File: config.mk
export PLATFORM = sky130hd
export DESIGN_NAME = fp32_adder
export DESIGN_NICKNAME = d
export VERILOG_FILES = /design/src/rtl/fpadd_pkg.sv /design/src/rtl/fp32_adder.sv /design/src/rtl/fpadd_core.sv
export SDC_FILE = /design/constraint.sdc
export NUM_CORES = 1
export LEC_CHECK = 0
export BUFFER_PORTS_ARGS = -buffer_cell sky130_fd_sc_hd__buf_4
export CORE_MARGIN = 2
export CORE_UTILIZATION = 60
export DETAILED_ROUTE_END_ITERATION = 6
export PLACE_DENSITY = 0.79
export SLEW_MARGIN = 20
export SYNTH_ARGS = -nofsm -noshare
export SYNTH_HDL_FRONTEND = slang
export SYNTH_HIERARCHICAL = 1
export SYNTH_SLANG_ARGS = --single-unit
File: constraint.sdc
create_clock -name clk -period 44.1 [get_ports clk]
set_input_delay 13.23 -clock clk [delete_from_list [all_inputs] [get_ports clk]]
set_output_delay 13.23 -clock clk [all_outputs]
set_load 0.005 [all_outputs]
File: src/rtl/fpadd_pkg.sv
// fpadd_pkg: shared constants, types and helpers for the binary32 adder
// no dependencies
package fpadd_pkg;

  localparam int unsigned FracBits = 23;
  localparam int unsigned ExpBits  = 8;
  localparam int unsigned WordBits = 32;
  // significand with hidden one, two guard bits and a sticky bit
  localparam int unsigned SigBits  = FracBits + 1;
  localparam int unsigned ExtBits  = SigBits + 3;
  localparam int unsigned SumBits  = ExtBits + 1;
  localparam int unsigned LzBits   = 5;

  localparam logic [WordBits-1:0] QnanBits = 32'h7FC0_0000;
  localparam logic [WordBits-1:0] InfMag   = 32'h7F80_0000;
  localparam logic [ExpBits-1:0]  ExpMax   = 8'hFF;

  // special-case outcome, decided in the first stage or, for a zero sum, in stage 3
  typedef enum logic [2:0] {
    SPC_NONE = 3'b001,
    SPC_PASS = 3'b010,
    SPC_FIX  = 3'b100
  } spc_t;

  // stage 1 -> stage 2: ordered operands
  typedef struct packed {
    spc_t                spc;
    logic [WordBits-1:0] fixed;
    logic                sign;
    logic                sub;
    logic [ExpBits-1:0]  exp;
    logic [ExpBits-1:0]  diff;
    logic [SigBits-1:0]  sig_a;
    logic [SigBits-1:0]  sig_b;
  } s1_t;

  // stage 2 -> stage 3: raw sum
  typedef struct packed {
    spc_t                spc;
    logic [WordBits-1:0] fixed;
    logic                sign;
    logic [ExpBits-1:0]  exp;
    logic [SumBits-1:0]  sum;
  } s2_t;

  // stage 3 -> stage 4: normalized value
  typedef struct packed {
    spc_t                spc;
    logic [WordBits-1:0] fixed;
    logic                sign;
    logic signed [ExpBits+1:0] exp;
    logic [ExtBits-1:0]  norm;
  } s3_t;

  // leading zero count of the sum below its carry bit
  function automatic logic [LzBits-1:0] lead_zeros(input logic [ExtBits-1:0] v);
    logic [LzBits-1:0] n;
    logic              hit;
    n   = LzBits'(ExtBits);
    hit = 1'b0;
    for (int i = ExtBits - 1; i >= 0; i--) begin
      if (!hit && v[i]) begin
        n   = LzBits'(ExtBits - 1 - i);
        hit = 1'b1;
      end
    end
    return n;
  endfunction

endpackage

File: src/rtl/fp32_adder.sv
// fp32_adder: top level of the binary32 adder with valid/ready channels
// depends on fpadd_pkg and fpadd_core
//
// usage:
//   input channel in_valid/in_ready carries in_operand_a and in_operand_b,
//   result channel out_valid/out_ready carries out_sum_bits (round to
//   nearest even, denormals flushed to zero, canonical quiet NaN).
//   out_valid rises once a request has passed all four register stages
//   (unpack and order, align and add, normalize, round and pack); one
//   request is taken every cycle while out_ready stays high, as each
//   stage holds one request.
//   in_ready is high whenever the last stage is empty or being drained.
//   when out_ready is low with a result waiting, the whole pipeline holds,
//   bubbles included, and in_ready stays low; nothing is lost or repeated.
//   reset clears all valid bits; the data registers are not reset.
module fp32_adder (
  input  logic        clk,
  input  logic        rst_n,
  input  logic        in_valid,
  output logic        in_ready,
  input  logic [31:0] in_operand_a,
  input  logic [31:0] in_operand_b,
  output logic        out_valid,
  input  logic        out_ready,
  output logic [31:0] out_sum_bits
);

  logic adv;

  // advance when the output stage is free or being taken
  assign adv      = out_ready || !out_valid;
  assign in_ready = adv;

  fpadd_core u_core (
    .clk     (clk),
    .rst_n   (rst_n),
    .adv     (adv),
    .in_vld  (in_valid),
    .a       (in_operand_a),
    .b       (in_operand_b),
    .out_vld (out_valid),
    .res     (out_sum_bits)
  );

`ifndef SYNTHESIS
  a_out_hold: assert property (@(posedge clk) disable iff (!rst_n)
    out_valid && !out_ready |=> out_valid && $stable(out_sum_bits))
    else $error("result dropped while stalled");
  a_rdy: assert property (@(posedge clk) disable iff (!rst_n)
    !out_valid |-> in_ready)
    else $error("input blocked with empty output");
  a_rst: assert property (@(posedge clk) !rst_n |=> !out_valid)
    else $error("valid after reset");
`endif

endmodule

File: src/rtl/fpadd_core.sv
// fpadd_core: four-stage datapath of the adder (unpack, align/add, normalize, round)
// depends on fpadd_pkg; stall enable comes from the top level
module fpadd_core (
  input  logic        clk,
  input  logic        rst_n,
  input  logic        adv,
  input  logic        in_vld,
  input  logic [31:0] a,
  input  logic [31:0] b,
  output logic        out_vld,
  output logic [31:0] res
);

  localparam int unsigned FB = fpadd_pkg::FracBits;
  localparam int unsigned EB = fpadd_pkg::ExpBits;
  localparam int unsigned SB = fpadd_pkg::SigBits;
  localparam int unsigned XB = fpadd_pkg::ExtBits;
  localparam int unsigned UB = fpadd_pkg::SumBits;

  logic [3:0] vld_r;
  fpadd_pkg::s1_t s1_r, s1_nxt;
  fpadd_pkg::s2_t s2_r, s2_nxt;
  fpadd_pkg::s3_t s3_r, s3_nxt;
  logic [31:0] res_r, res_nxt;

  // valid bits travel with the data
  always_ff @(posedge clk) begin
    if (!rst_n) begin
      vld_r <= '0;
    end else if (adv) begin
      vld_r <= {vld_r[2:0], in_vld};
    end
  end

  // stage 1: specials, flush denormals, order by magnitude
  always_comb begin
    logic [EB-1:0] ea, eb;
    logic [30:0]   ma, mb;
    logic [31:0]   x, y;
    logic          nan_a, nan_b;
    ea = a[30:23];
    eb = b[30:23];
    nan_a = (ea == fpadd_pkg::ExpMax) && (a[FB-1:0] != '0);
    nan_b = (eb == fpadd_pkg::ExpMax) && (b[FB-1:0] != '0);
    ma = (ea == '0) ? '0 : a[30:0];
    mb = (eb == '0) ? '0 : b[30:0];
    s1_nxt = '0;
    s1_nxt.spc = fpadd_pkg::SPC_NONE;
    if (nan_a || nan_b) begin
      s1_nxt.spc = fpadd_pkg::SPC_FIX;
      s1_nxt.fixed = fpadd_pkg::QnanBits;
    end else if (ea == fpadd_pkg::ExpMax && eb == fpadd_pkg::ExpMax) begin
      s1_nxt.spc = fpadd_pkg::SPC_FIX;
      s1_nxt.fixed = (a[31] ^ b[31]) ? fpadd_pkg::QnanBits : a;
    end else if (ea == fpadd_pkg::ExpMax) begin
      s1_nxt.spc = fpadd_pkg::SPC_FIX;
      s1_nxt.fixed = a;
    end else if (eb == fpadd_pkg::ExpMax) begin
      s1_nxt.spc = fpadd_pkg::SPC_FIX;
      s1_nxt.fixed = b;
    end else if (ma == '0 && mb == '0) begin
      s1_nxt.spc = fpadd_pkg::SPC_FIX;
      s1_nxt.fixed = {a[31] & b[31], 31'd0};
    end else if (ma == '0) begin
      s1_nxt.spc = fpadd_pkg::SPC_FIX;
      s1_nxt.fixed = b;
    end else if (mb == '0) begin
      s1_nxt.spc = fpadd_pkg::SPC_FIX;
      s1_nxt.fixed = a;
    end
    if (ma < mb) begin
      x = {b[31], mb};
      y = {a[31], ma};
    end else begin
      x = {a[31], ma};
      y = {b[31], mb};
    end
    s1_nxt.sign  = x[31];
    s1_nxt.sub   = x[31] ^ y[31];
    s1_nxt.exp   = x[30:23];
    s1_nxt.diff  = x[30:23] - y[30:23];
    s1_nxt.sig_a = {1'b1, x[FB-1:0]};
    s1_nxt.sig_b = {1'b1, y[FB-1:0]};
  end

  // stage 2: align smaller significand with sticky, then add or subtract
  always_comb begin
    logic [2*XB-1:0] wide;
    logic [XB-1:0]   al;
    logic [XB-1:0]   va;
    wide = {s1_r.sig_b, 3'b000, {XB{1'b0}}} >> s1_r.diff;
    if (s1_r.diff >= EB'(XB)) begin
      al = XB'(1);
    end else begin
      al = wide[2*XB-1:XB] | XB'(wide[XB-1:0] != '0);
    end
    va = {s1_r.sig_a, 3'b000};
    s2_nxt.spc   = s1_r.spc;
    s2_nxt.fixed = s1_r.fixed;
    s2_nxt.sign  = s1_r.sign;
    s2_nxt.exp   = s1_r.exp;
    s2_nxt.sum   = s1_r.sub ? ({1'b0, va} - {1'b0, al}) : ({1'b0, va} + {1'b0, al});
  end

  // stage 3: normalize so the leading one lands at the top of the field
  always_comb begin
    logic [fpadd_pkg::LzBits-1:0] lz;
    s3_nxt.spc   = s2_r.spc;
    s3_nxt.fixed = s2_r.fixed;
    s3_nxt.sign  = s2_r.sign;
    lz = fpadd_pkg::lead_zeros(s2_r.sum[XB-1:0]);
    if (s2_r.sum[UB-1]) begin
      s3_nxt.norm = s2_r.sum[UB-1:1] | XB'(s2_r.sum[0]);
      s3_nxt.exp  = $signed({2'b00, s2_r.exp}) + 10'sd1;
    end else begin
      s3_nxt.norm = s2_r.sum[XB-1:0] << lz;
      s3_nxt.exp  = $signed({2'b00, s2_r.exp}) - $signed({5'd0, lz});
    end
    if (s2_r.spc == fpadd_pkg::SPC_NONE && s2_r.sum == '0) begin
      s3_nxt.spc   = fpadd_pkg::SPC_FIX;
      s3_nxt.fixed = '0;
    end
  end

  // stage 4: round to nearest even, overflow to infinity, underflow flush; specials pass through
  always_comb begin
    logic [SB:0] rnd;
    logic        up;
    logic signed [EB+1:0] e;
    up  = s3_r.norm[2] && (s3_r.norm[1] || s3_r.norm[0] || s3_r.norm[3]);
    rnd = {1'b0, s3_r.norm[XB-1:3]} + (SB+1)'(up);
    e   = s3_r.exp;
    if (rnd[SB]) begin
      rnd = rnd >> 1;
      e   = e + 10'sd1;
    end
    if (s3_r.spc != fpadd_pkg::SPC_NONE) begin
      res_nxt = s3_r.fixed;
    end else if (e >= 10'sd255) begin
      res_nxt = {s3_r.sign, 31'd0} | fpadd_pkg::InfMag;
    end else if (e <= 10'sd0) begin
      res_nxt = {s3_r.sign, 31'd0};
    end else begin
      res_nxt = {s3_r.sign, e[EB-1:0], rnd[FB-1:0]};
    end
  end

  // pipeline registers, all held while the output waits
  always_ff @(posedge clk) begin
    if (adv) begin
      s1_r  <= s1_nxt;
      s2_r  <= s2_nxt;
      s3_r  <= s3_nxt;
      res_r <= res_nxt;
    end
  end

  assign out_vld = vld_r[3];
  assign res     = res_r;

`ifndef SYNTHESIS
  a_hold: assert property (@(posedge clk) disable iff (!rst_n)
    !adv |=> $stable(vld_r) && $stable(res_r))
    else $error("pipeline moved during stall");
  a_flow: assert property (@(posedge clk) disable iff (!rst_n)
    adv && vld_r[2] |=> vld_r[3])
    else $error("valid lost between stages 3 and 4");
  a_pass: assert property (@(posedge clk) disable iff (!rst_n)
    adv && vld_r[2] && s3_r.spc == fpadd_pkg::SPC_FIX |=> res_r == $past(s3_r.fixed))
    else $error("special result not passed through");
`endif

endmodule
### Yosys cells after proc, flatten, opt, wreduce, memory -nomap -nowiden

Index checks and enable logic that the tools add are counted.

* register bits after elaboration: 280
* input port bits: 68
* output and inout bits: 34
* word-level logic and storage cells: 186

* add/sub/neg operators: 7
* $lt $le $gt $ge: 4
* eq/ne operators: 4
* shift operators: 2
* mux-type cells: 72
* bitwise logic cells: 5
* reduce and logical (&&, ||, !) cells: 72

Operator list (count)
* two-way mux 32 bit: 9
* two-way mux 5 bit: 27
* two-way mux 31 bit: 4
* logical NOT 31 bit: 2
* OR 27 x 1 -> 27 bit: 2
* >> shifter 54 x 8 -> 54 bit: 1
* nonzero test 23 bit: 2
* two-way mux 37 bit: 1
* two-way mux 35 bit: 1
* logical AND 1 bit: 32
* < comparator 31 bit: 1
* adder 27 x 27 -> 28 bit: 1
* logical NOT 28 bit: 1
* two-way mux 28 bit: 1
* subtractor 27 x 27 -> 28 bit: 1
* logical NOT 1 bit: 27
* two-way mux 27 bit: 1
* nonzero test 27 bit: 1
* left shift 27 x 5 -> 27 bit: 1
* two-way mux 1 bit: 26
* adder 24 x 1 -> 25 bit: 1
* two-way mux 23 bit: 1
* == test 8 bit (second input constant): 2
* logical NOT 8 bit: 2
* other kinds (14): 18

### Logic depth before layout (Yosys ltp)

Gate-level depths: netlist of the first run.

* word-level depth: 81
* depth in mapped cells: 25
* depth with buffers taken out: 22

### Cells and area by module

Netlist of the first run, hierarchy kept.

Modules (own cells, without submodules)
* fpadd_core: instances 1, cells an instance 1906, area each 18564.1 µm², seq. area each 8277.9 µm²
* fp32_adder: instances 1, cells an instance 1, area each 6.3 µm², seq. area each 0.0 µm²

### Least setup slack after synthesis of the first run

No wires, ideal clock.

* kind: input to output
* start: input out_ready
* end: output in_ready
* arrival time: 19.810 ns
* data required time: 30.870 ns
* setup slack: 11.060 ns
* stages on the path: 1
* cell sequence: nand2b_1

* word-level cells in the longest chain between the ends: 1

Ends and longest elaborated chain
* from (decl): RTL line fp32_adder.sv:24 `input logic out_ready,`
* logical OR 1 bit: RTL line fp32_adder.sv:31 `assign adv = out_ready || !out_valid;`
* to (decl): RTL line fp32_adder.sv:20 `output logic in_ready,`

Every way passes these cells.

### Worst setup path in the final report of the first run

Same ends and word-level chain as after synthesis.

==> run summary, run 1 <==
Power per cell area: 48.7 mW/mm²
Synth top area share: 44.1%
Via-per-instance ratio: 6.42
Worst Setup EP: in_ready
Post-Synthesis Net Count: 2064
Crit. Startpoint: out_ready
Share of the clock period used by the worst path after layout: 62.5%
CTS clk-pin slew, worst paths: 0.06 ns
Worst-Margin Slew: 1.03 ns
Die area: 0.0324 mm²
Met1 Usage GRT: 40.5%
Worst Skew: 0.0340 ns
Inserted Diodes: 0
Final Wtd Congestion: 0.949
Antenna violations before repair: 0
DRT antenna net count: 0
Ratio of cells with drive above 1 in the final layout: 11.8%
Layout net count: 2109
Post-Syn Instances: 1907
Starting Density: 60.9%
Wirelength per Cell: 20.8 µm
Fmax: 36.3 MHz
CTS Root Cell: clkbuf_16
First-pass GRT wire length: 76700 µm
CTS tree: done
H-tree depth: 1
Mapped Area: 0.0186 mm²
Total GRT Usage: 29.5%
Sw Share: 34.8%
Combinational group share of total power: 34.9%
Largest net degree at the start of global routing: 91
CP arrival: 14.32 ns
Setup bufs post-CTS: 0
Clock share of power: 24.6%
Worst Path Max Fanout: 75
Final slew viol count: 0
Gr busiest metal: met2
Row cnt: 64
DR iter-0 viols: 1852
Die Ht: 180 µm
Critical Path RT: 30.87 ns
Met3 Resource Use GR: 3.20%
GRT overflow: 0
DIE WIDTH: 180 µm
Post-Place Setup Slack: 16.52 ns
Final setup vio count: 0
CTS Buf Count: 29
Dpl hpwl: 36400 µm
Met2 Resource Use GR: 48.5%
Cell taking the most area after synthesis: edfxtp_1
Crit. End Element: output port
CP dominant cell by count: buf_4
Max Cap Viol: 0
Warnings, synthesis: 6
TNS Setup: 0 ns
IO Pins: 102
CP Cell Sequence: buf_4 > nand2b_4 > buf_4
Non-Filler Instances: 2370
Crit-path slowest cell: nand2b_4
Flop2flop setup slack: 38.21 ns
Static Leakage: 8.77 nW
Internal Power: 0.653 mW
Routed WL: 49200 µm
Placed insts: 2317
CTS max path bufs: 3
Final-report hold violation count: 0
Resized cells post-CTS: 0
PortBufs: 101
Reg2reg start: u_core/s1_r[49]
Mean Syn Cell Area: 9.74 µm²
Area Growth Syn to Fin: 10.7%
DR pass1 iterations: 6
Crit path kind: in -> out
Sw power: 0.348 mW
Tmin final: 27.55 ns
# DRC: 0
Outcome: finished clean
Fill cells: 2364
Post-synth top cells: 273 x edfxtp_1, 233 x nand2_1, 133 x nor2_1
Sequential area share after synthesis: 44.6%
Latest clock arrival within the worst-skew pair: 0.57 ns
Hold_buf cts: 0
Vias in the first global route: 14323
RSZ-0062 raised after global routing: no
Most numerous cell in the Yosys netlist: edfxtp_1
Clk sinks: 277
Critical Path Max Stage Delay: 0.73 ns
Finished Core Util: 67.4%
Netlist cell types: 86
RR Endpoint: u_core/s2_r[19]
Sequential fraction of design power: 40.5%
Post-route setup slack: 16.55 ns
Core region area: 0.0305 mm²
Routed via count: 15213
Worst Hold Class: reg -> reg
Min-Delay Path Depth: 0
Peak supply drop: 0.0000321 V
R2R cell count: 23
Max_slew headroom: 31.2%
Worst setup SP type: input port
Asr flop ratio synth: 0%
Number of flops mapped to enable cells by yosys: 273
Synth area leaders: edfxtp_1 44%, ha_1 5.9%, nand2_1 4.7%
Prevailing post-synth register cell: edfxtp_1
Synth Register Bits: 277
[cells by family (layout without fill, tap and decap cells)]
| logic type | Yosys count | count (layout) | share of synthesized area (%) |
|---|---|---|---|
| multiplexers | 118 | 118 | 7.14 |
| AO/OA/AOI/OAI | 503 | 503 | 17.9 |
| buffers and inverters | 199 | 266 | 4.16 |
| adder cells (fa/ha/maj) | 89 | 89 | 6.08 |
| flip-flops | 277 | 277 | 44.6 |
| AND/OR/NAND/NOR | 658 | 658 | 17.2 |
| XOR/XNOR | 63 | 63 | 2.97 |
[state kept, by name (all words and copies together) (netlist names)]
register	count
u_core/s1_r	98
u_core/s3_r	72
u_core/s2_r	71
u_core/res	32
u_core/vld_r	4
[how the worst min path moves through the flow]
stage | start | endpoint | slack, ns
floorplan | u_core/s1_r[56] | u_core/s2_r[28] | 0.40
global placement | u_core/s1_r[63] | u_core/s2_r[35] | 0.40
detailed placement | u_core/s2_r[36] | u_core/s3_r[37] | 0.40
CTS | u_core/s1_r[65] | u_core/s2_r[36] | 0.41
global route | u_core/s1_r[94] | u_core/s2_r[65] | 0.42
finish | u_core/s1_r[65] | u_core/s2_r[36] | 0.41
[critical path: cells and delay by family]
| family | cells | cell delay [ns] |
|---|---|---|
| buffers and inverters | 2 | 0.36 |
| and+or+nand+nor | 1 | 0.73 |
[power groups by stage]
| stage | clock network (mW) | registers, mW | logic (mW) |
|---|---|---|---|
| 2_1_floorplan | 0 | 0.394 | 0.247 |
| 3_3_place_gp | 0 | 0.408 | 0.335 |
| 3_5_place_dp | 0 | 0.410 | 0.340 |
| 4_1_cts | 0.250 | 0.405 | 0.343 |
| 5_1_grt | 0.261 | 0.413 | 0.381 |
| 6_report | 0.246 | 0.406 | 0.349 |
[cell type report]
type / count / area (µm²) / share of cell area [%]
Clock inverter: 22 / 233 / 1.13
Clock buffer: 31 / 733 / 3.57
Multi-Input combinational cell: 1431 / 9550 / 46.5
Timing Repair Buffer: 124 / 931 / 4.53
Tap cell: 396 / 495 / 2.41
Inverter: 89 / 334 / 1.63
Sequential cell: 277 / 8280 / 40.3
[routing by layer]
layer | wire (µm) | vias to the layer above
li1 | - | 7193
met1 | 20900 | 7245
met2 | 23300 | 665
met3 | 3210 | 110
met4 | 1870 | 0
met5 | 0 | -
[per-stage QoR]
step	hold slack, ns	area, µm²	total power [mW]
after floorplan	0.400	18600	0.641
after global placement	0.401	19600	0.743
after detailed placement	0.405	19600	0.750
after CTS	0.415	20600	0.998
after global routing	0.415	20600	1.05
final	0.412	20600	1.00
[cells in the final DEF, fill, tap and decap left out, types with 33 or more instances in the layout]
| master | count |
|---|---|
| a21o_1 | 38 |
| a21oi_1 | 90 |
| buf_4 | 124 |
| edfxtp_1 | 273 |
| ha_1 | 87 |
| inv_1 | 85 |
| mux2i_1 | 83 |
| nand2_1 | 233 |
| nand3_1 | 33 |
| nor2_1 | 132 |
| nor2b_1 | 52 |
| nor3_1 | 41 |
| o21ai_0 | 114 |
| o21ai_1 | 37 |
| xnor2_1 | 37 |
No activity file was read; power rests on OpenSTA's default activity.
==> run 2, diff against run 1 <==
--- a/config.mk
+++ b/config.mk
@@ -7,9 +7,9 @@
 export LEC_CHECK = 0
 export BUFFER_PORTS_ARGS = -buffer_cell sky130_fd_sc_hd__buf_4
 export CORE_MARGIN = 2
-export CORE_UTILIZATION = 60
+export CORE_UTILIZATION = 57
 export DETAILED_ROUTE_END_ITERATION = 6
-export PLACE_DENSITY = 0.79
+export PLACE_DENSITY = 0.78
 export SLEW_MARGIN = 20
 export SYNTH_ARGS = -nofsm -noshare
 export SYNTH_HDL_FRONTEND = slang
==> constraint.sdc (replaced) <==
create_clock -name clk -period 22.3 [get_ports clk]
set_input_delay 6.69 -clock clk [delete_from_list [all_inputs] [get_ports clk]]
set_output_delay 6.69 -clock clk [all_outputs]
set_load 0.005 [all_outputs]
==> run summary, run 2 (synthesis results as in run 1) <==
# DRC: 0 (unchanged)
Max reg flops: 98 (unchanged)
GRT overflow: 0 (unchanged)
Critical Path Max Stage Delay: 0.49 ns (-0.24 ns)
Wirelength per Cell: 20.4 µm (-2.0%)
Starting Density: 57.5% (-3.4 points)
Vias in the first global route: 14036 (-2.0%)
CTS tree: done
Hold_buf cts: 0 (unchanged)
Die area: 0.0340 mm² (+5.1%)
Clk sinks: 277 (unchanged)
Largest net degree at the start of global routing: 85 (-6.6%)
Final slew viol count: 0 (unchanged)
CTS Buf Count: 29 (unchanged)
PortBufs: 101 (unchanged)
Die Ht: 184 µm (+2.5%)
DRT antenna net count: 0 (unchanged)
Worst Path Max Fanout: 57 (-24%)
Antenna violations before repair: 0 (unchanged)
Static Leakage: 8.76 nW (about the same)
Worst Skew: 0.0264 ns (-0.00758 ns)
Row cnt: 66 (+3.1%)
Final-report hold violation count: 0 (unchanged)
Latest clock arrival within the worst-skew pair: 0.58 ns (about the same)
Worst setup SP type: input port
Dpl hpwl: 36700 µm (+0.82%)
CTS clk-pin slew, worst paths: 0.06 ns (about the same)
Leading cell type in the layout, fill and taps excluded: edfxtp_1
CTS Root Cell: clkbuf_16
Crit-path slowest cell: nand2b_4
Crit. Startpoint: out_ready
IO Pins: 102 (unchanged)
First-pass GRT wire length: 76300 µm (-0.57%)
Power per cell area: 96.8 mW/mm² (+99%)
Max Cap Viol: 0 (unchanged)
Setup bufs post-CTS: 0 (unchanged)
Register name with the most flops: u_core/s1_r
RSZ-0062 raised after global routing: no
Layout net count: 2105 (-0.19%)
Hold Path Origin: u_core/s1_r[92]
Hold Slack: 0.411 ns (-0.00135 ns)
DR pass1 iterations: 6 (unchanged)
Inserted Diodes: 0 (unchanged)
CP arrival: 7.65 ns (-6.67 ns)
Delay-heaviest family, CP: simple AND/OR/NAND/NOR gates
Final Wtd Congestion: 1.02 (+7.0%)
Worst Hold Class: reg -> reg
Core region area: 0.0323 mm² (+5.8%)
Routed WL: 49100 µm (-0.19%)
Crit path kind: in -> out
Via-per-instance ratio: 6.25 (-2.6%)
CTS max path bufs: 3 (unchanged)
Fill cells: 2632 (+11%)
Max_slew headroom: 34.1% (+2.9 points)
TNS Setup: 0 ns (unchanged)
Routed via count: 15079 (-0.88%)
DIE WIDTH: 184 µm (+2.5%)
H-tree depth: 1 (unchanged)
WP buf/inv: 2 (unchanged)
Share of the clock period used by the worst path after layout: 64.3%
Tmin final: 14.34 ns
DR iter-0 viols: 1612 (-13%)
Biggest regs: u_core/s1_r: 98 flops, u_core/s3_r: 72 flops, u_core/s2_r: 71 flops
Total GRT Usage: 28.6% (-0.89 points)
Reg2reg start: u_core/s1_r[55]
Ratio of cells with drive above 1 in the final layout: 11.4% (-0.39 points)
Outcome: finished clean
FF+latch area: 0.00828 mm² (unchanged)
Peak supply drop: 0.0000564 V (+75%)
Resized cells post-CTS: 0 (unchanged)
Most frequent cells in the layout: 273 x edfxtp_1, 233 x nand2_1, 132 x nor2_1
Critical Path RT: 15.61 ns (-15.26 ns)
CP dominant cell by count: buf_4
Final setup vio count: 0 (unchanged)
CP Cell Sequence: buf_4 > nand2b_4 > buf_4
Worst-Margin Slew: 0.989 ns (-0.0430 ns)
Area Growth Syn to Fin: 11.0%
Area occupied by multi-input gates: 0.00956 mm² (about the same)
Fmax: 69.7 MHz
Crit. End Element: output port
-- run 2: final cells by class --
type	count	share of cell area, %
clock buffers	32	3.57
clock inverters	22	1.27
inverters	89	1.62
multi-input cells	1431	46.3
flip-flops and latches	277	40.1
well taps	442	2.68
repair buffers	120	4.37
-- run 2: final timing paths --
check	cells after the start	slack (ns)	to
max reg2reg	22	16.35	u_core/s2_r[25]
min	0	0.41	u_core/s2_r[63]
min reg2reg	0	0.41	u_core/s2_r[63]
max	3	7.96	in_ready
-- run 2: stage by stage --
step | util (%) | std cells | total power [mW] | instance area (µm²) | worst slack (ns)
after floorplan | - | 1907 | 1.27 | 18600 | 2.34
after global placement | 60.7 | 2359 | 1.47 | 19600 | 7.96
after detailed placement | 60.7 | 2359 | 1.49 | 19600 | 7.95
after global routing | 63.9 | 2413 | 2.10 | 20600 | 7.89
after CTS | 63.8 | 2413 | 1.99 | 20600 | 7.95
final | 63.9 | 2413 | 2.00 | 20600 | 7.96
-- run 2: report_power, final --
| part | total (mW) | leakage, nW | internal [mW] | switching (mW) |
|---|---|---|---|---|
| combinational | 0.687 | 5.17 | 0.297 | 0.390 |
| clock | 0.499 | 0.483 | 0.298 | 0.201 |
| sequential | 0.809 | 3.11 | 0.708 | 0.101 |
| total | 2.00 | 8.76 | 1.30 | 0.692 |
-- run 2: layer usage --
layer	share of wire, %	GRT usage (%)
met3	7.0	3.36
met1	42	39.2
met2	46	45.8
met5	0	0
met4	4.6	12.6
